File: config.mk
export PLATFORM = sky130hd
export DESIGN_NAME = tcp_port_block_filter_flat
export DESIGN_NICKNAME = d
export VERILOG_FILES = /design/src/rtl/tpbf_pkg.sv /design/src/rtl/tpbf_byte_if.sv /design/src/rtl/tpbf_verdict_if.sv /design/src/rtl/tcp_port_block_filter.sv /design/src/flat_wrapper.sv
export SDC_FILE = /design/constraint.sdc
export NUM_CORES = 1
export LEC_CHECK = 0
export BUFFER_PORTS_ARGS = -buffer_cell sky130_fd_sc_hd__buf_2
export CAP_MARGIN = 10
export CORE_ASPECT_RATIO = 0.5
export CORE_UTILIZATION = 45
export CTS_CLUSTER_SIZE = 8
export DETAILED_ROUTE_END_ITERATION = 6
export PLACE_DENSITY = 0.75
export RECOVER_POWER = 25
export REMOVE_ABC_BUFFERS = 1
export SYNTH_ARGS = -nofsm -noshare
export SYNTH_HDL_FRONTEND = slang
export SYNTH_SLANG_ARGS = --single-unit
File: constraint.sdc
create_clock -name clk_i -period 10.55 [get_ports clk_i]
set_input_delay 0.5275 -clock clk_i [delete_from_list [all_inputs] [get_ports clk_i]]
set_output_delay 0.5275 -clock clk_i [all_outputs]
set_load 0.03 [all_outputs]
File: src/rtl/tpbf_pkg.sv
// Package for the TCP destination port filter: header offsets, protocol
// constants, verdict codes and configuration register indexes.
// No dependencies; the interfaces and the top level use it.
`timescale 1ns / 1ps

package tpbf_pkg;

  // Field widths of the byte stream, the verdict and the configuration port.
  localparam int unsigned BYTE_W    = 8;
  localparam int unsigned OFFSET_W  = 16;
  localparam int unsigned LEN_W     = OFFSET_W + 1;
  localparam int unsigned STAT_W    = 32;
  localparam int unsigned CFG_IDX_W = 1;
  localparam int unsigned CFG_DAT_W = 16;

  // Default width of the internal saturating counters.
  localparam int unsigned COUNTER_BITS_DEFAULT = 32;

  // Ethernet and IPv4 header layout.
  localparam logic [OFFSET_W-1:0] OFF_ETYPE_HI  = 16'd12;
  localparam logic [OFFSET_W-1:0] OFF_ETYPE_LO  = 16'd13;
  localparam logic [OFFSET_W-1:0] OFF_VER_IHL   = 16'd14;
  localparam logic [OFFSET_W-1:0] OFF_TOTLEN_HI = 16'd16;
  localparam logic [OFFSET_W-1:0] OFF_TOTLEN_LO = 16'd17;
  localparam logic [OFFSET_W-1:0] OFF_PROTO     = 16'd23;
  localparam logic [OFFSET_W-1:0] OFFSET_MAX    = 16'hFFFF;

  localparam logic [LEN_W-1:0] ETH_HDR_LEN  = 17'd14;
  localparam logic [LEN_W-1:0] IP_MIN_HDR   = 17'd20;
  localparam logic [LEN_W-1:0] TCP_MIN_HDR  = 17'd20;
  // TCP destination port sits two bytes into the TCP header.
  localparam logic [OFFSET_W-1:0] TCP_DPORT_BASE = 16'd16;

  localparam logic [15:0] ETHERTYPE_IPV4 = 16'h0800;
  localparam logic [7:0]  PROTO_TCP      = 8'd6;
  localparam logic [3:0]  IP_VERSION_4   = 4'd4;
  localparam logic [3:0]  IHL_MASK       = 4'hF;

  // Per-frame verdict codes.
  typedef enum logic [1:0] {
    VERDICT_FORWARD   = 2'd0,
    VERDICT_BLOCKED   = 2'd1,
    VERDICT_MALFORMED = 2'd2
  } verdict_e;

  // Configuration register indexes.
  typedef enum logic [CFG_IDX_W-1:0] {
    REG_BLOCKED_DEST_PORT = 1'b0,
    REG_OUTSIDE_PORT_ID   = 1'b1
  } cfg_reg_e;

  // Counter slots.
  localparam int unsigned CNT_TOTAL     = 0;
  localparam int unsigned CNT_BLOCKED   = 1;
  localparam int unsigned CNT_MALFORMED = 2;
  localparam int unsigned CNT_NUM       = 3;

endpackage

File: src/rtl/tpbf_byte_if.sv
// Valid/ready channel that carries one frame byte with its end mark and
// ingress port. Depends on tpbf_pkg.
`timescale 1ns / 1ps

interface tpbf_byte_if;
  logic                              valid;
  logic                              ready;
  logic [tpbf_pkg::BYTE_W-1:0]       frame_byte;
  logic                              frame_end;
  logic                              ingress_port;

  modport source (output valid, output frame_byte, output frame_end,
                  output ingress_port, input ready);
  modport sink   (input valid, input frame_byte, input frame_end,
                  input ingress_port, output ready);
endinterface

File: src/rtl/tpbf_verdict_if.sv
// Valid/ready channel that carries one frame verdict and the frame statistics.
// Depends on tpbf_pkg.
`timescale 1ns / 1ps

interface tpbf_verdict_if;
  logic                          valid;
  logic                          ready;
  tpbf_pkg::verdict_e            verdict;
  logic [tpbf_pkg::STAT_W-1:0]   total_frames;
  logic [tpbf_pkg::STAT_W-1:0]   blocked_frames;
  logic [tpbf_pkg::STAT_W-1:0]   malformed_frames;

  modport source (output valid, output verdict, output total_frames,
                  output blocked_frames, output malformed_frames, input ready);
  modport sink   (input valid, input verdict, input total_frames,
                  input blocked_frames, input malformed_frames, output ready);
endinterface

File: src/rtl/tcp_port_block_filter.sv
// Top level of the TCP destination port filter: byte parser, verdict logic
// and saturating frame counters. Depends on tpbf_pkg, tpbf_byte_if and
// tpbf_verdict_if.
`timescale 1ns / 1ps

// The filter takes an Ethernet frame one byte per transaction and accepts a
// new byte in every cycle, so a link can stream frames back to back. Each byte
// passes one input register and, if it ends a frame, lands in the verdict
// register, from which the verdict is offered. The result register lets the
// next frame's bytes flow in while a verdict waits to be taken. Only a last
// byte that meets a full, stalled result register holds the input. Frames
// under 14 bytes are malformed; frames from the outside port with the IPv4
// ethertype, of at least 34 bytes and with a version other than 4 are
// malformed, and well-formed outside TCP frames to the blocked port are
// dropped as blocked; all others are forwarded. The counters saturate at
// 2**COUNTER_BITS - 1 and the outputs show their low 32 bits.
module tcp_port_block_filter #(
  parameter int unsigned COUNTER_BITS = tpbf_pkg::COUNTER_BITS_DEFAULT
) (
  input  logic                              clk_i,
  input  logic                              rst_ni,
  input  logic                              cfg_we_i,
  input  logic [tpbf_pkg::CFG_IDX_W-1:0]    cfg_idx_i,
  input  logic [tpbf_pkg::CFG_DAT_W-1:0]    cfg_wdata_i,
  tpbf_byte_if.sink                         frame_i,
  tpbf_verdict_if.source                    verdict_o
);

  localparam logic [COUNTER_BITS-1:0] CntMax = '1;

  // Configuration registers.
  logic [15:0] blocked_port_q;
  logic        ext_port_q;

  // Input register.
  logic                          s1_valid_q;
  logic [tpbf_pkg::BYTE_W-1:0]   s1_byte_q;
  logic                          s1_end_q;
  logic                          s1_port_q;

  // Per-frame parse state.
  logic [tpbf_pkg::OFFSET_W-1:0] off_q, off_d;
  logic [15:0]                   etype_q, etype_d;
  logic [7:0]                    vihl_q, vihl_d;
  logic [15:0]                   totlen_q, totlen_d;
  logic [7:0]                    proto_q, proto_d;
  logic [15:0]                   dport_q, dport_d;

  // Counters and result register.
  logic [COUNTER_BITS-1:0]       cnt_q [tpbf_pkg::CNT_NUM];
  logic                          out_valid_q;
  tpbf_pkg::verdict_e            verdict_q, verdict_d;

  logic                          advance;
  logic                          finish;
  logic [tpbf_pkg::OFFSET_W-1:0] dport_pos;
  logic [5:0]                    ihl_bytes;
  logic [tpbf_pkg::LEN_W-1:0]    frame_len;
  logic [63:0]                   tot_ext, blk_ext, mal_ext;

  // Configuration writes.
  always_ff @(posedge clk_i or negedge rst_ni) begin
    if (!rst_ni) begin
      blocked_port_q <= 16'd80;
      ext_port_q     <= 1'b1;
    end else if (cfg_we_i) begin
      unique case (tpbf_pkg::cfg_reg_e'(cfg_idx_i))
        tpbf_pkg::REG_BLOCKED_DEST_PORT: blocked_port_q <= cfg_wdata_i;
        tpbf_pkg::REG_OUTSIDE_PORT_ID:   ext_port_q     <= cfg_wdata_i[0];
        default: ;
      endcase
    end
  end

  // The input register moves on unless it holds a last byte and the result
  // register is full and stalled.
  assign advance = s1_valid_q && (!s1_end_q || !out_valid_q || verdict_o.ready);
  assign finish  = advance && s1_end_q;
  assign frame_i.ready = !s1_valid_q || advance;

  always_ff @(posedge clk_i or negedge rst_ni) begin
    if (!rst_ni) begin
      s1_valid_q <= 1'b0;
    end else if (frame_i.ready) begin
      s1_valid_q <= frame_i.valid;
    end
  end

  always_ff @(posedge clk_i) begin
    if (frame_i.ready && frame_i.valid) begin
      s1_byte_q <= frame_i.frame_byte;
      s1_end_q  <= frame_i.frame_end;
      s1_port_q <= frame_i.ingress_port;
    end
  end

  // Header capture for the byte in the input register.
  assign ihl_bytes = {vihl_q[3:0] & tpbf_pkg::IHL_MASK, 2'b00};
  assign dport_pos = tpbf_pkg::TCP_DPORT_BASE + tpbf_pkg::OFFSET_W'(ihl_bytes);

  always_comb begin
    etype_d  = etype_q;
    vihl_d   = vihl_q;
    totlen_d = totlen_q;
    proto_d  = proto_q;
    dport_d  = dport_q;
    off_d    = off_q;
    if (off_q != tpbf_pkg::OFFSET_MAX) begin
      if (off_q == tpbf_pkg::OFF_ETYPE_HI || off_q == tpbf_pkg::OFF_ETYPE_LO) begin
        etype_d = {etype_q[7:0], s1_byte_q};
      end
      if (off_q == tpbf_pkg::OFF_VER_IHL) begin
        vihl_d = s1_byte_q;
      end
      if (off_q == tpbf_pkg::OFF_TOTLEN_HI || off_q == tpbf_pkg::OFF_TOTLEN_LO) begin
        totlen_d = {totlen_q[7:0], s1_byte_q};
      end
      if (off_q == tpbf_pkg::OFF_PROTO) begin
        proto_d = s1_byte_q;
      end
      if (off_q == dport_pos || off_q == dport_pos + 16'd1) begin
        dport_d = {dport_q[7:0], s1_byte_q};
      end
      off_d = off_q + 16'd1;
    end
  end

  // Verdict for a frame that ends with the byte in the input register.
  logic [5:0]                 ihl_d_bytes;
  logic [tpbf_pkg::LEN_W-1:0] ihl_len;

  assign frame_len   = {1'b0, off_q} + 17'd1;
  assign ihl_d_bytes = {vihl_d[3:0] & tpbf_pkg::IHL_MASK, 2'b00};
  assign ihl_len     = tpbf_pkg::LEN_W'(ihl_d_bytes);

  always_comb begin
    priority if (frame_len < tpbf_pkg::ETH_HDR_LEN) begin
      verdict_d = tpbf_pkg::VERDICT_MALFORMED;
    end else if (s1_port_q != ext_port_q) begin
      verdict_d = tpbf_pkg::VERDICT_FORWARD;
    end else if (etype_d != tpbf_pkg::ETHERTYPE_IPV4 ||
                 frame_len < tpbf_pkg::ETH_HDR_LEN + tpbf_pkg::IP_MIN_HDR) begin
      verdict_d = tpbf_pkg::VERDICT_FORWARD;
    end else if (vihl_d[7:4] != tpbf_pkg::IP_VERSION_4) begin
      verdict_d = tpbf_pkg::VERDICT_MALFORMED;
    end else if (proto_d != tpbf_pkg::PROTO_TCP) begin
      verdict_d = tpbf_pkg::VERDICT_FORWARD;
    end else if (ihl_len < tpbf_pkg::IP_MIN_HDR) begin
      verdict_d = tpbf_pkg::VERDICT_FORWARD;
    end else if ({1'b0, totlen_d} < ihl_len + tpbf_pkg::TCP_MIN_HDR) begin
      // Negative or short TCP payload.
      verdict_d = tpbf_pkg::VERDICT_FORWARD;
    end else if (tpbf_pkg::ETH_HDR_LEN + ihl_len + tpbf_pkg::TCP_MIN_HDR > frame_len) begin
      // TCP header would run past the end of the frame.
      verdict_d = tpbf_pkg::VERDICT_FORWARD;
    end else if (dport_d == blocked_port_q) begin
      verdict_d = tpbf_pkg::VERDICT_BLOCKED;
    end else begin
      verdict_d = tpbf_pkg::VERDICT_FORWARD;
    end
  end

  // Parse state: updated per byte, cleared after the last byte of a frame.
  always_ff @(posedge clk_i or negedge rst_ni) begin
    if (!rst_ni) begin
      off_q    <= '0;
      etype_q  <= '0;
      vihl_q   <= '0;
      totlen_q <= '0;
      proto_q  <= '0;
      dport_q  <= '0;
    end else if (finish) begin
      off_q    <= '0;
      etype_q  <= '0;
      vihl_q   <= '0;
      totlen_q <= '0;
      proto_q  <= '0;
      dport_q  <= '0;
    end else if (advance) begin
      off_q    <= off_d;
      etype_q  <= etype_d;
      vihl_q   <= vihl_d;
      totlen_q <= totlen_d;
      proto_q  <= proto_d;
      dport_q  <= dport_d;
    end
  end

  // Saturating counters, bumped together with the verdict load.
  always_ff @(posedge clk_i or negedge rst_ni) begin
    if (!rst_ni) begin
      cnt_q[tpbf_pkg::CNT_TOTAL]     <= '0;
      cnt_q[tpbf_pkg::CNT_BLOCKED]   <= '0;
      cnt_q[tpbf_pkg::CNT_MALFORMED] <= '0;
    end else if (finish) begin
      if (cnt_q[tpbf_pkg::CNT_TOTAL] != CntMax) begin
        cnt_q[tpbf_pkg::CNT_TOTAL] <= cnt_q[tpbf_pkg::CNT_TOTAL] + 1'b1;
      end
      if (verdict_d == tpbf_pkg::VERDICT_BLOCKED &&
          cnt_q[tpbf_pkg::CNT_BLOCKED] != CntMax) begin
        cnt_q[tpbf_pkg::CNT_BLOCKED] <= cnt_q[tpbf_pkg::CNT_BLOCKED] + 1'b1;
      end
      if (verdict_d == tpbf_pkg::VERDICT_MALFORMED &&
          cnt_q[tpbf_pkg::CNT_MALFORMED] != CntMax) begin
        cnt_q[tpbf_pkg::CNT_MALFORMED] <= cnt_q[tpbf_pkg::CNT_MALFORMED] + 1'b1;
      end
    end
  end

  // Result register.
  always_ff @(posedge clk_i or negedge rst_ni) begin
    if (!rst_ni) begin
      out_valid_q <= 1'b0;
    end else if (finish) begin
      out_valid_q <= 1'b1;
    end else if (verdict_o.ready) begin
      out_valid_q <= 1'b0;
    end
  end

  always_ff @(posedge clk_i) begin
    if (finish) begin
      verdict_q <= verdict_d;
    end
  end

  // Counters change only when a new verdict loads, so they serve as payload.
  assign tot_ext = 64'(cnt_q[tpbf_pkg::CNT_TOTAL]);
  assign blk_ext = 64'(cnt_q[tpbf_pkg::CNT_BLOCKED]);
  assign mal_ext = 64'(cnt_q[tpbf_pkg::CNT_MALFORMED]);

  assign verdict_o.valid            = out_valid_q;
  assign verdict_o.verdict          = verdict_q;
  assign verdict_o.total_frames     = tot_ext[tpbf_pkg::STAT_W-1:0];
  assign verdict_o.blocked_frames   = blk_ext[tpbf_pkg::STAT_W-1:0];
  assign verdict_o.malformed_frames = mal_ext[tpbf_pkg::STAT_W-1:0];

  // A malformed verdict implies the malformed counter has counted it.
  assert property (@(posedge clk_i) disable iff (!rst_ni)
    (out_valid_q && verdict_q == tpbf_pkg::VERDICT_MALFORMED)
      |-> (cnt_q[tpbf_pkg::CNT_MALFORMED] != '0))
    else $error("malformed verdict without malformed count");

  // A blocked verdict implies the blocked counter has counted it.
  assert property (@(posedge clk_i) disable iff (!rst_ni)
    (out_valid_q && verdict_q == tpbf_pkg::VERDICT_BLOCKED)
      |-> (cnt_q[tpbf_pkg::CNT_BLOCKED] != '0))
    else $error("blocked verdict without blocked count");

  // Each finished frame restarts parsing at offset zero.
  assert property (@(posedge clk_i) disable iff (!rst_ni)
    finish |=> (off_q == '0))
    else $error("byte offset not cleared after frame end");

  // A stalled verdict keeps the input side from finishing another frame.
  assert property (@(posedge clk_i) disable iff (!rst_ni)
    (out_valid_q && !verdict_o.ready) |-> !finish)
    else $error("verdict overwritten while stalled");

endmodule

File: src/flat_wrapper.sv
// flat-port wrapper written by rule: the top's interface ports become plain ports
module tcp_port_block_filter_flat 
#(
  parameter int unsigned COUNTER_BITS = tpbf_pkg::COUNTER_BITS_DEFAULT
)
  (clk_i, rst_ni, cfg_we_i, cfg_idx_i, cfg_wdata_i, frame_i_valid, frame_i_frame_byte, frame_i_frame_end, frame_i_ingress_port, frame_i_ready, verdict_o_valid, verdict_o_verdict, verdict_o_total_frames, verdict_o_blocked_frames, verdict_o_malformed_frames, verdict_o_ready);
  tpbf_byte_if frame_i_i ();
  tpbf_verdict_if verdict_o_i ();
  input  logic clk_i;
  input  logic rst_ni;
  input  logic cfg_we_i;
  input  logic [tpbf_pkg::CFG_IDX_W-1:0] cfg_idx_i;
  input  logic [tpbf_pkg::CFG_DAT_W-1:0] cfg_wdata_i;
  input wire logic [$bits(frame_i_i.valid)-1:0] frame_i_valid;
  input wire logic [$bits(frame_i_i.frame_byte)-1:0] frame_i_frame_byte;
  input wire logic [$bits(frame_i_i.frame_end)-1:0] frame_i_frame_end;
  input wire logic [$bits(frame_i_i.ingress_port)-1:0] frame_i_ingress_port;
  output wire logic [$bits(frame_i_i.ready)-1:0] frame_i_ready;
  output wire logic [$bits(verdict_o_i.valid)-1:0] verdict_o_valid;
  output wire logic [$bits(verdict_o_i.verdict)-1:0] verdict_o_verdict;
  output wire logic [$bits(verdict_o_i.total_frames)-1:0] verdict_o_total_frames;
  output wire logic [$bits(verdict_o_i.blocked_frames)-1:0] verdict_o_blocked_frames;
  output wire logic [$bits(verdict_o_i.malformed_frames)-1:0] verdict_o_malformed_frames;
  input wire logic [$bits(verdict_o_i.ready)-1:0] verdict_o_ready;
  assign frame_i_i.valid = frame_i_valid;
  assign frame_i_i.frame_byte = frame_i_frame_byte;
  assign frame_i_i.frame_end = frame_i_frame_end;
  assign frame_i_i.ingress_port = frame_i_ingress_port;
  assign frame_i_ready = frame_i_i.ready;
  assign verdict_o_valid = verdict_o_i.valid;
  assign verdict_o_verdict = verdict_o_i.verdict;
  assign verdict_o_total_frames = verdict_o_i.total_frames;
  assign verdict_o_blocked_frames = verdict_o_i.blocked_frames;
  assign verdict_o_malformed_frames = verdict_o_i.malformed_frames;
  assign verdict_o_i.ready = verdict_o_ready;
  tcp_port_block_filter #(.COUNTER_BITS(COUNTER_BITS)) u_core (.clk_i(clk_i), .rst_ni(rst_ni), .cfg_we_i(cfg_we_i), .cfg_idx_i(cfg_idx_i), .cfg_wdata_i(cfg_wdata_i), .frame_i(frame_i_i), .verdict_o(verdict_o_i));
endmodule
==> results by group, run 1 <==
Timing
  • Final Skew: around 0.032 ns
  • Total negative setup slack: 0 ns
  • Slew margin rel.: -318%
  • Fmax: 172 MHz
  • RSZ-0062 raised after global routing: no
  • Final period util: ~55%
  • Final setup margin: 4.72 ns
  • Fin. Hold Viols: 0
  • Worst-Margin Slew: 6.28 ns
  • Min cycle time layout: 5.83 ns
  • Final setup fails: 0
  • Final Max Slew Viols: 134

Clock network
  • Hold Buf Count CTS: 0
  • Clk_lat worst skew: approximately 0.55 ns
  • Clk buf depth: 3
  • Post-CTS setup buffer count: 0
  • CTS tree: built
  • CTS buffer count: 29
  • Clk pin slew, worst setup/hold paths: 0.05 ns
  • Root Driver: clkbuf_16
  • Post-cts gate resize count: 0
  • Clock sink count: 207
  • H-tree levels: 1

Global route
  • Global-route wire length before repair: 44800 µm
  • Tot GR Track Use: 22.9%
  • Largest net degree at the start of global routing: roughly 120
  • Number of global-route vias before repair: 8383
  • Initial antenna violation count: 0
  • GRT Residual Overflow: 0

Drt
  • Routed Wire Length: 27800 µm
  • Via Count: 8687
  • Via/cell ratio: between 5 and 6
  • DRT iter0 DRCs: 838
  • Routed len/inst: 18.3 µm
  • Post-route DRC: 18
  • Iteration count of the initial detailed-routing pass: 7
  • Post-route antenna net violation count: 0

Pwr
  • NetSw: 534 µW
  • Combinational power share: between 10% and 20%
  • Leak Pwr: 0.00574 µW
  • Maximum vdd drop: 102 µV
  • Sequential Power Share: 45.6%
  • Power share of the clock group: around 43%
  • P_int: 1410 µW
  • Pwr Density: 158 nW/µm²
  • Sw frac: 27.5%

Synth
  • Simple-gate portion of the synthesized area: 22.3%
  • Mux share of post-synthesis cell area: 2.94%
  • Syn_area_per_cell: 10.0 µm²
  • Main combinational cell family by area after synthesis: simple AND/OR/NAND/NOR gates
  • Post-synthesis xor/xnor area fraction: approximately a tenth
  • Post-synthesis instance total: between 1000 and 1500
  • Seq cells post-synth: 207
  • Top_reg_cell synth: dfrtp_1
  • Post-synth EDFFs: 12
  • Fraction of the mapped netlist area in adder cells: 2.35%
  • Synth Cell Area: 10700 µm²
  • Ys Warns: 0
  • Sequential fraction of the synthesis area: between 40% and 50%
  • Post-synth ARST share: 94.2%
  • Library cells used by synthesis: 68
  • Synth Area in Compound Gates: 10.4%

Critical path
  • Startpoint Class: primary input
  • WP buf/inv: 1
  • Worst EP arrival: 4.92 ns
  • WS Path Type: primary input to asynchronous set/reset pin
  • Cell Chain, Critical Path: clkbuf_1
  • Worst setup EP type: asynchronous set/reset pin
  • Maximum net fanout on the critical path: 114
  • Crit-path max cell delay: between 4 and 5 ns
  • Crit-path leading delay family: buffers and inverters
  • CP required: 9.64 ns
  • CP max-delay cell: clkbuf_1

Die
  • Starting Density: 46.3%
  • Die H: 111 µm
  • Die width: 220 µm
  • Placement Rows: 39
  • Num ports: 132
  • Die Area: between 20000 and 25000 µm²
  • CORE AREA: between 20000 and 25000 µm²

Placed design
  • Dpl hpwl: 19700 µm
  • Placement Setup Slack: approximately 5.1 ns
  • Final Wtd Congestion: just under 0.9
  • Buffers on Ports: approximately 130

Status
  • Status: finished with violations
  • Violated checks: DRC, capacitance limit, slew limit

Cells and area
  • Nets: approximately 1200
  • N_diodes: 0
  • P&R area growth vs syn: 15.7%
  • Share of layout cells above drive strength 1: 16.6%
  • Final core utilization: 53.6%

Job
  • MaxCap Viol Count: 2

Worst hold path
  • Hold WC Path Type: primary input to flop
==> final cells by class <==
class / instances / area, µm²
Timing Repair Buffer: 133 / 668
Multi-Input combinational cell: 788 / 5120
Inverter: 33 / 124
Clock inverter: 1 / 8.76
Tap cell: 307 / 384
Fill cell: 2063 / 10700
Clock buffer: 45 / 786
Sequential cell: 207 / 5240
==> worst reg2reg max path: stages (launching register included) <==
cell      delay [ns]
dfrtp_1         0.51
nor4_1          0.66
and4_1          0.41
nand2_1         0.12
mux2i_1         0.34
inv_1           0.12
ha_1            0.24
o21ai_0         0.20
ha_1            0.17
a211oi_1        0.10
nand3_1         0.13
a21oi_1         0.05
o21a_1          0.24
a2111o_1        0.36
nor4_2          0.20
nand4b_2        0.83
nor4_1          0.70
xor2_1          0.21
==> cell usage after synthesis (all sizes together) (11+ instances only) <==
master	number	share of area (%)
xnor2	78	6.4
dfrtp	192	45
nor3	43	2.1
a22o	30	2.5
nand3	55	2.6
nand2b	15	0.88
nand2	134	4.7
xor2	45	3.7
mux2	19	2.0
edfxtp	12	3.4
ha	20	2.3
clkbuf	24	0.89
inv	33	1.2
o21ai	76	3.6
nand4	38	2.2
nor2	49	1.7
and3	27	1.6
and2	14	0.82
buf	13	0.73
nor4	27	2.2
a21oi	11	0.52
==> cells by family (layout without fill, tap and decap cells) <==
group           Yosys count  in the layout
simple gates            448            448
flops                   207            207
compound gates          168            168
xor+xnor                123            123
buf+inv                  70            212
mux                      29             29
fa+ha+maj                20             20
==> sequential cells by signal, indices dropped and copies added (netlist names) <==
signal,cells
u_core.off_q,16
u_core.etype_q,16
u_core.vihl_q,8
u_core.verdict_o.total_frames,32
u_core.totlen_q,16
u_core.s1_byte_q,8
u_core.blocked_port_q,16
u_core.verdict_o.malformed_frames,32
u_core.verdict_o.verdict,2
u_core.verdict_o.blocked_frames,32
u_core.proto_q,8
u_core.dport_q,16
u_core.s1_valid_q,1
u_core.s1_end_q,1
u_core.ext_port_q,1
u_core.s1_port_q,1
u_core.verdict_o.valid,1
==> power groups by stage <==
| stage | clock network, µW | registers [µW] | logic, µW |
|---|---|---|---|
| after floorplan | 0 | 921 | 106 |
| after CTS | 856 | 886 | 221 |
| after detailed placement | 0 | 900 | 220 |
| final | 839 | 888 | 219 |
| after global routing | 893 | 892 | 241 |
| after global placement | 0 | 896 | 216 |
==> cells in the final DEF (no fill, tap or decap), types with 4 or more instances in the layout <==
cell / count
and2_1: 14
nand4_1: 38
xnor2_1: 78
o21ai_0: 72
or2_2: 4
nor4_1: 18
o21ai_1: 4
mux2_2: 19
or3_1: 8
o2111ai_1: 5
nor2_1: 49
dfrtp_1: 192
clkbuf_16: 29
nor3_1: 42
a21o_1: 5
clkbuf_1: 18
and4_1: 10
buf_2: 129
o31ai_1: 8
edfxtp_1: 12
nor2b_1: 8
a211oi_1: 5
nand2_1: 134
mux2i_1: 10
a31oi_1: 4
a22o_1: 30
xor2_1: 45
ha_1: 20
a21oi_1: 11
inv_1: 33
nand3_1: 54
nor4_2: 8
nand2b_1: 15
o211ai_1: 4
and3_1: 27
==> final timing paths <==
path / startpoint / to / slack (ns) / cells after the start
max: rst_ni / u_core.verdict_o.malformed_frames[6] / 4.72 / 1
max reg2reg: u_core.off_q[9] / u_core.verdict_o.blocked_frames[18] / 4.87 / 17
min reg2reg: u_core.proto_q[1] / u_core.proto_q[1] / 0.48 / 2
min: frame_i_frame_byte[6] / u_core.s1_byte_q[6] / 0.15 / 1
min in group asynchronous: rst_ni / u_core.vihl_q[3] / 2.33 / 1
max in group clk_i: u_core.off_q[9] / u_core.verdict_o.blocked_frames[18] / 4.87 / 17
==> per-layer routing <==
layer,vias up,GRT usage (%),routed length [µm]
li1,4079,-,-
met1,4291,33.0,13000
met2,277,36.0,12600
met3,40,3.92,1650
met4,0,5.06,555
met5,-,0,0
==> per-stage QoR <==
stage	area (µm²)	hold WS, ns	std cells	power, µW
floorplan	10500	0.232	1028	1030
global placement	11600	0.457	1468	1110
detailed placement	11600	0.472	1468	1120
CTS	12400	0.134	1514	1960
global route	12300	0.136	1514	2030
finish	12300	0.153	1514	1950
No activity file was read; power rests on OpenSTA's default activity.
==> run 2, diff against run 1 <==
- clock period: 10.55 -> 6.1 ns (I/O delays scaled with it)
==> results by group, run 2 (synthesis gave the netlist of run 1 again) <==
Status
  • Status: finished with violations
  • Violated checks: DRC, capacitance limit, slew limit

Placed design
  • Buffers on Ports: 131
  • Placement Setup Slack: 0.763 ns
  • Final Wtd Congestion: 0.905
  • Dpl hpwl: 19700 µm

Global route
  • Number of global-route vias before repair: 8628
  • Tot GR Track Use: 23.3%
  • GRT Residual Overflow: 0
  • Initial antenna violation count: 0
  • Global-route wire length before repair: 45800 µm
  • Largest net degree at the start of global routing: 119

Die
  • Starting Density: 46.3%
  • Die width: 220 µm
  • Die Area: between 20000 and 25000 µm²
  • CORE AREA: 23000 µm²
  • Placement Rows: 39
  • Die H: roughly 110 µm
  • Num ports: 132

Drt
  • Routed Wire Length: between 20000 and 30000 µm
  • Via/cell ratio: roughly 5.8
  • DRT iter0 DRCs: ~830
  • Via Count: 8893
  • Post-route DRC: 18
  • Iteration count of the initial detailed-routing pass: 7
  • Met1 Wirelength: about 13000 µm
  • Max Used Layer: met4
  • Routed len/inst: 18.1 µm
  • Metal3 WL: 1580 µm
  • Post-route antenna net violation count: 0
  • Met2 wire len: 12600 µm

Cells and area
  • Commonest non-fill, non-tap cells in the layout: dfrtp_1 (192), nand2_1 (134), buf_2 (130)
  • Seq. cell area: approximately 5200 µm²
  • Most common cell after layout, fill and taps aside: dfrtp_1
  • N_diodes: 0
  • P&R area growth vs syn: 17.7%
  • Nets: 1268
  • Area occupied by multi-input gates: 5120 µm²
  • Final core utilization: 54.5%
  • FILL cells: 2022
  • Share of layout cells above drive strength 1: 16.5%

Clock network
  • Clock sink count: 207
  • CTS buffer count: 29
  • H-tree levels: 1
  • Root Driver: clkbuf_16
  • Post-cts gate resize count: 0
  • CTS tree: built
  • Clk pin slew, worst setup/hold paths: about 0.06 ns
  • Hold Buf Count CTS: 21
  • Post-CTS setup buffer count: 0
  • Clk_lat worst skew: 0.54 ns
  • Clk buf depth: 3

Worst hold path
  • Hold Crit Depth: 2
  • Min-delay src: cfg_wdata_i[12]
  • WHS Endpoint: u_core.blocked_port_q[12]
  • Hold WC Path Type: primary input to flop

Critical path
  • Critical R2R Launch: u_core.off_q[8]
  • Reg2Reg Depth: 18
  • Worst EP arrival: 5.90 ns
  • Crit-path max cell delay: 0.63 ns
  • Maximum net fanout on the critical path: 24
  • R2R Path End: u_core.verdict_o.blocked_frames[29]
  • CP max-delay cell: nor4_1
  • Cell Chain, Critical Path: nor4_1 -> and4_1 -> nand2_1 -> mux2i_1 -> inv_1 -> ha_1 -> o21ai_0 -> ha_1 -> a211oi_1 -> nand3_1 -> a211oi_1 -> o211ai_1 -> o211ai_1 -> nor4_2 -> nand4b_2 -> buf_4 -> nor4_2 -> xnor2_1
  • Startpoint Class: flop
  • Internal reg-to-reg setup slack: 0.65 ns
  • CP required: 6.55 ns
  • Worst setup EP type: flop
  • WS Path Type: flop to flop

Timing
  • Slew margin rel.: -95.9%
  • RSZ-0062 raised after global routing: no
  • Final Max Slew Viols: 138
  • Worst-Margin Slew: a little under 3 ns
  • Final setup margin: ~0.65 ns
  • Fin. Hold Viols: 0
  • Total negative setup slack: 0 ns
  • Final setup fails: 0
  • Min cycle time layout: 5.45 ns
  • Final period util: 89.3%
  • Final Skew: 0.0296 ns
  • Fmax: about 180 MHz

Pwr
  • Leak Pwr: 0.00584 µW
  • Maximum vdd drop: 221 µV
  • Pwr Density: ~270 nW/µm²

Job
  • MaxCap Viol Count: 2
## run 2: cell types whose count changed in the layout (fill, tap and decap cells not counted)
| cell | before | now |
|---|---|---|
| clkbuf_1 | 18 | 16 |
| buf_4 | 2 | 4 |
| o21ai_1 | 4 | 3 |
| buf_2 | 129 | 130 |
| o21ai_0 | 72 | 73 |
| dlygate4sd3_1 | 0 | 21 |
| clkbuf_2 | 0 | 1 |
| inv_6 | 1 | 0 |
## run 2: power by group
group	leakage [µW]	switching (µW)	internal (µW)
Combinational	0.00274	259	137
Sequential	0.00273	86.3	1450
Clock	0.000375	573	862
Total	0.00584	918	2450
## run 2: worst max-delay path: cells and delay by family (launching register included)
| kind | cells | cell delay, ns |
|---|---|---|
| xor gates and xnor gates | 1 | 0.16 |
| buffers and inverters | 2 | 0.55 |
| DFF | 1 | 0.51 |
| adders and majority gates | 2 | 0.41 |
| AOI/OAI and AO/OA | 5 | 0.84 |
| and+or+nand+nor | 7 | 2.53 |
| muxes | 1 | 0.35 |
## run 2: worst max-delay path by stage
stage,slack (ns),to,from
finish,0.65,u_core.verdict_o.blocked_frames[29],u_core.off_q[8]
global route,0.20,u_core.verdict_o.blocked_frames[27],u_core.off_q[9]
CTS,0.74,u_core.verdict_o.blocked_frames[29],u_core.off_q[9]
detailed placement,0.76,u_core.verdict_o.blocked_frames[29],u_core.off_q[9]
global placement,0.97,u_core.verdict_o.blocked_frames[27],u_core.off_q[9]
floorplan,1.63,u_core.verdict_o.blocked_frames[18],u_core.off_q[9]
## run 2: routing by layer
layer,up-vias,GRT usage [%]
met2,294,36.0
met3,59,4.20
li1,4122,-
met4,0,6.44
met1,4418,33.4
met5,-,0
## run 2: final cells by class
cell class | count | share of cell area [%]
timing repair buffer | 157 | 7.16
tap | 307 | 3.06
multi-input combinational | 788 | 40.8
inverter | 33 | 0.986
clock buffer | 44 | 6.23
sequential | 207 | 41.8
## run 2: metrics by stage
stage	std cells	power, µW	hold slack (ns)	instance area, µm²
global placement	1470	1920	0.455	11600
detailed placement	1470	1940	0.466	11600
global route	1536	3500	0.00185	12600
floorplan	1028	1780	0.00941	10500
CTS	1535	3390	0.0000138	12600
finish	1536	3360	0.0127	12600
==> run 3, diff against run 2 <==
- CORE_UTILIZATION: 45 -> 59
- PLACE_DENSITY: 0.75 -> 0.92
==> results by group, run 3 (synthesis gave the netlist of run 1 again) <==
Status
  • Status: finished with violations
  • Violated checks: capacitance limit, slew limit

Timing
  • Total negative setup slack: 0 ns
  • Fin. Hold Viols: 0
  • Final period util: 89.7%
  • Hold slack: 0.0171 ns
  • Worst-Margin Slew: roughly 3.0 ns
  • Slew margin rel.: -100%
  • Final Skew: 0.0163 ns
  • RSZ-0062 raised after global routing: no
  • Min cycle time layout: 5.47 ns
  • Final Max Slew Viols: 124
  • Final setup fails: 0
  • Fmax: 183 MHz

Worst hold path
  • Hold Crit Depth: 2
  • Min-delay src: cfg_wdata_i[8]
  • WHS Endpoint: u_core.blocked_port_q[8]
  • Hold WC Path Type: primary input to flop

Die
  • Die H: 97.1 µm
  • Die width: 192 µm
  • Starting Density: 60.9%
  • Num ports: 132
  • CORE AREA: 17500 µm²
  • Die Area: 18700 µm²
  • Placement Rows: 34

Drt
  • DRT iter0 DRCs: 772
  • Post-route DRC: 0
  • Routed Wire Length: 28600 µm
  • Iteration count of the initial detailed-routing pass: 5
  • Routed len/inst: 19.6 µm
  • Via/cell ratio: 6.25
  • Via Count: 9129
  • Post-route antenna net violation count: 0

Cells and area
  • Final core utilization: 71.0%
  • Commonest non-fill, non-tap cells in the layout: dfrtp_1 (192), nand2_1 (134), buf_2 (130)
  • FILL cells: 1257
  • Share of layout cells above drive strength 1: 16.4%
  • N_diodes: 0
  • Nets: 1264
  • Most common cell after layout, fill and taps aside: dfrtp_1
  • Post-Layout Inst Area: roughly 12000 µm²
  • P&R area growth vs syn: 16.6%

Critical path
  • R2R Path End: u_core.verdict_o.blocked_frames[27]
  • Internal reg-to-reg setup slack: 0.63 ns
  • Maximum net fanout on the critical path: 18
  • Crit-path leading delay family: simple AND/OR/NAND/NOR gates
  • Worst EP arrival: 5.92 ns
  • CP required: 6.55 ns
  • WS Path Type: flop to flop
  • WP buf/inv: 2
  • Reg2Reg Depth: 18
  • Critical R2R Launch: u_core.off_q[9]
  • Startpoint Class: flop
  • Crit-path max cell delay: 0.63 ns
  • CP max-delay cell: nor4_1
  • Cell Chain, Critical Path: nor4_1 -> and4_1 -> nand2_1 -> mux2i_1 -> inv_1 -> ha_1 -> o21ai_0 -> ha_1 -> a211oi_1 -> nand3_1 -> a211oi_1 -> o211ai_1 -> o211ai_1 -> nor4_2 -> nand4b_2 -> buf_4 -> nor4_2 -> xor2_1
  • Worst setup EP type: flop

Global route
  • Largest net degree at the start of global routing: around 120
  • Initial antenna violation count: 0
  • Number of global-route vias before repair: 8873
  • Tot GR Track Use: 31.2%
  • GRT Residual Overflow: 0
  • Global-route wire length before repair: 46300 µm

Placed design
  • Placed Area: 11500 µm²
  • Dpl hpwl: 19400 µm
  • Final Wtd Congestion: 0.939
  • Buffers on Ports: 131

Clock network
  • Root Driver: clkbuf_16
  • Clk pin slew, worst setup/hold paths: 0.05 ns
  • Clock sink count: ~210
  • H-tree levels: 1
  • Clk buf depth: 3
  • CTS tree: built
  • CTS buffer count: 29
  • Post-cts gate resize count: 0
  • Clk_lat worst skew: approximately 0.53 ns
  • Post-CTS setup buffer count: 0

Job
  • MaxCap Viol Count: 1

Pwr
  • Leak Pwr: 0.00583 µW
  • Pwr Density: 271 nW/µm²
  • Maximum vdd drop: 335 µV
## run 3: layout make-up
type                    count  area (µm²)  share of cell area (%)
flip-flops and latches    207        5240                    42.2
inverters                  33         124                   0.996
multi-input cells         788        5120                    41.2
clock buffers              44         782                    6.29
well taps                 234         293                    2.35
repair buffers            153         862                    6.93
clock inverters             1        8.76                  0.0704
## run 3: worst reg2reg max path: stages (launching register included)
cell and delay [ns]:
dfrtp_1 0.50, nor4_1 0.63, and4_1 0.42, nand2_1 0.13
mux2i_1 0.36, inv_1 0.12, ha_1 0.24, o21ai_0 0.18
ha_1 0.17, a211oi_1 0.10, nand3_1 0.14, a211oi_1 0.07
o211ai_1 0.32, o211ai_1 0.14, nor4_2 0.34, nand4b_2 0.54
buf_4 0.43, nor4_2 0.34, xor2_1 0.20
## run 3: timing repair
| item | in CTS | in global routing |
|---|---|---|
| endpoints found under the setup margin | 0 | 0 |
| endpoints found under the hold margin | 115 | 0 |
| hold buffers | 18 | 0 |
## run 3: per-stage QoR
| step | std cells | total power [µW] | worst slack [ns] |
|---|---|---|---|
| after CTS | 1460 | 3380 | 0.760 |
| after detailed placement | 1397 | 1930 | 0.848 |
| after global placement | 1397 | 1920 | 1.14 |
| after global routing | 1460 | 3500 | 0.275 |
| after floorplan | 1028 | 1780 | 1.63 |
| final | 1460 | 3370 | 0.629 |
## run 3: worst max-delay path by stage
stage,start,endpoint,depth (start not counted)
5_1_grt,u_core.off_q[9],u_core.verdict_o.blocked_frames[27],18
3_3_place_gp,u_core.off_q[9],u_core.verdict_o.blocked_frames[27],18
4_1_cts,u_core.off_q[9],u_core.verdict_o.blocked_frames[27],18
3_5_place_dp,u_core.off_q[9],u_core.verdict_o.blocked_frames[27],18
6_report,u_core.off_q[9],u_core.verdict_o.blocked_frames[27],18
2_1_floorplan,u_core.off_q[9],u_core.verdict_o.blocked_frames[18],17
## run 3: report_power, final
part | internal [µW] | switching, µW | total, µW
logic | 134 | 260 | 395
registers | 1450 | 87.2 | 1530
clock network | 865 | 572 | 1440
## run 3: per-layer routing
layer	vias to the layer above	GRT usage (%)	wire (µm)
met4	0	9.99	818
met1	4480	43.7	12300
met2	438	49.4	13100
met5	-	0	0
li1	4128	-	-
met3	83	5.60	2360
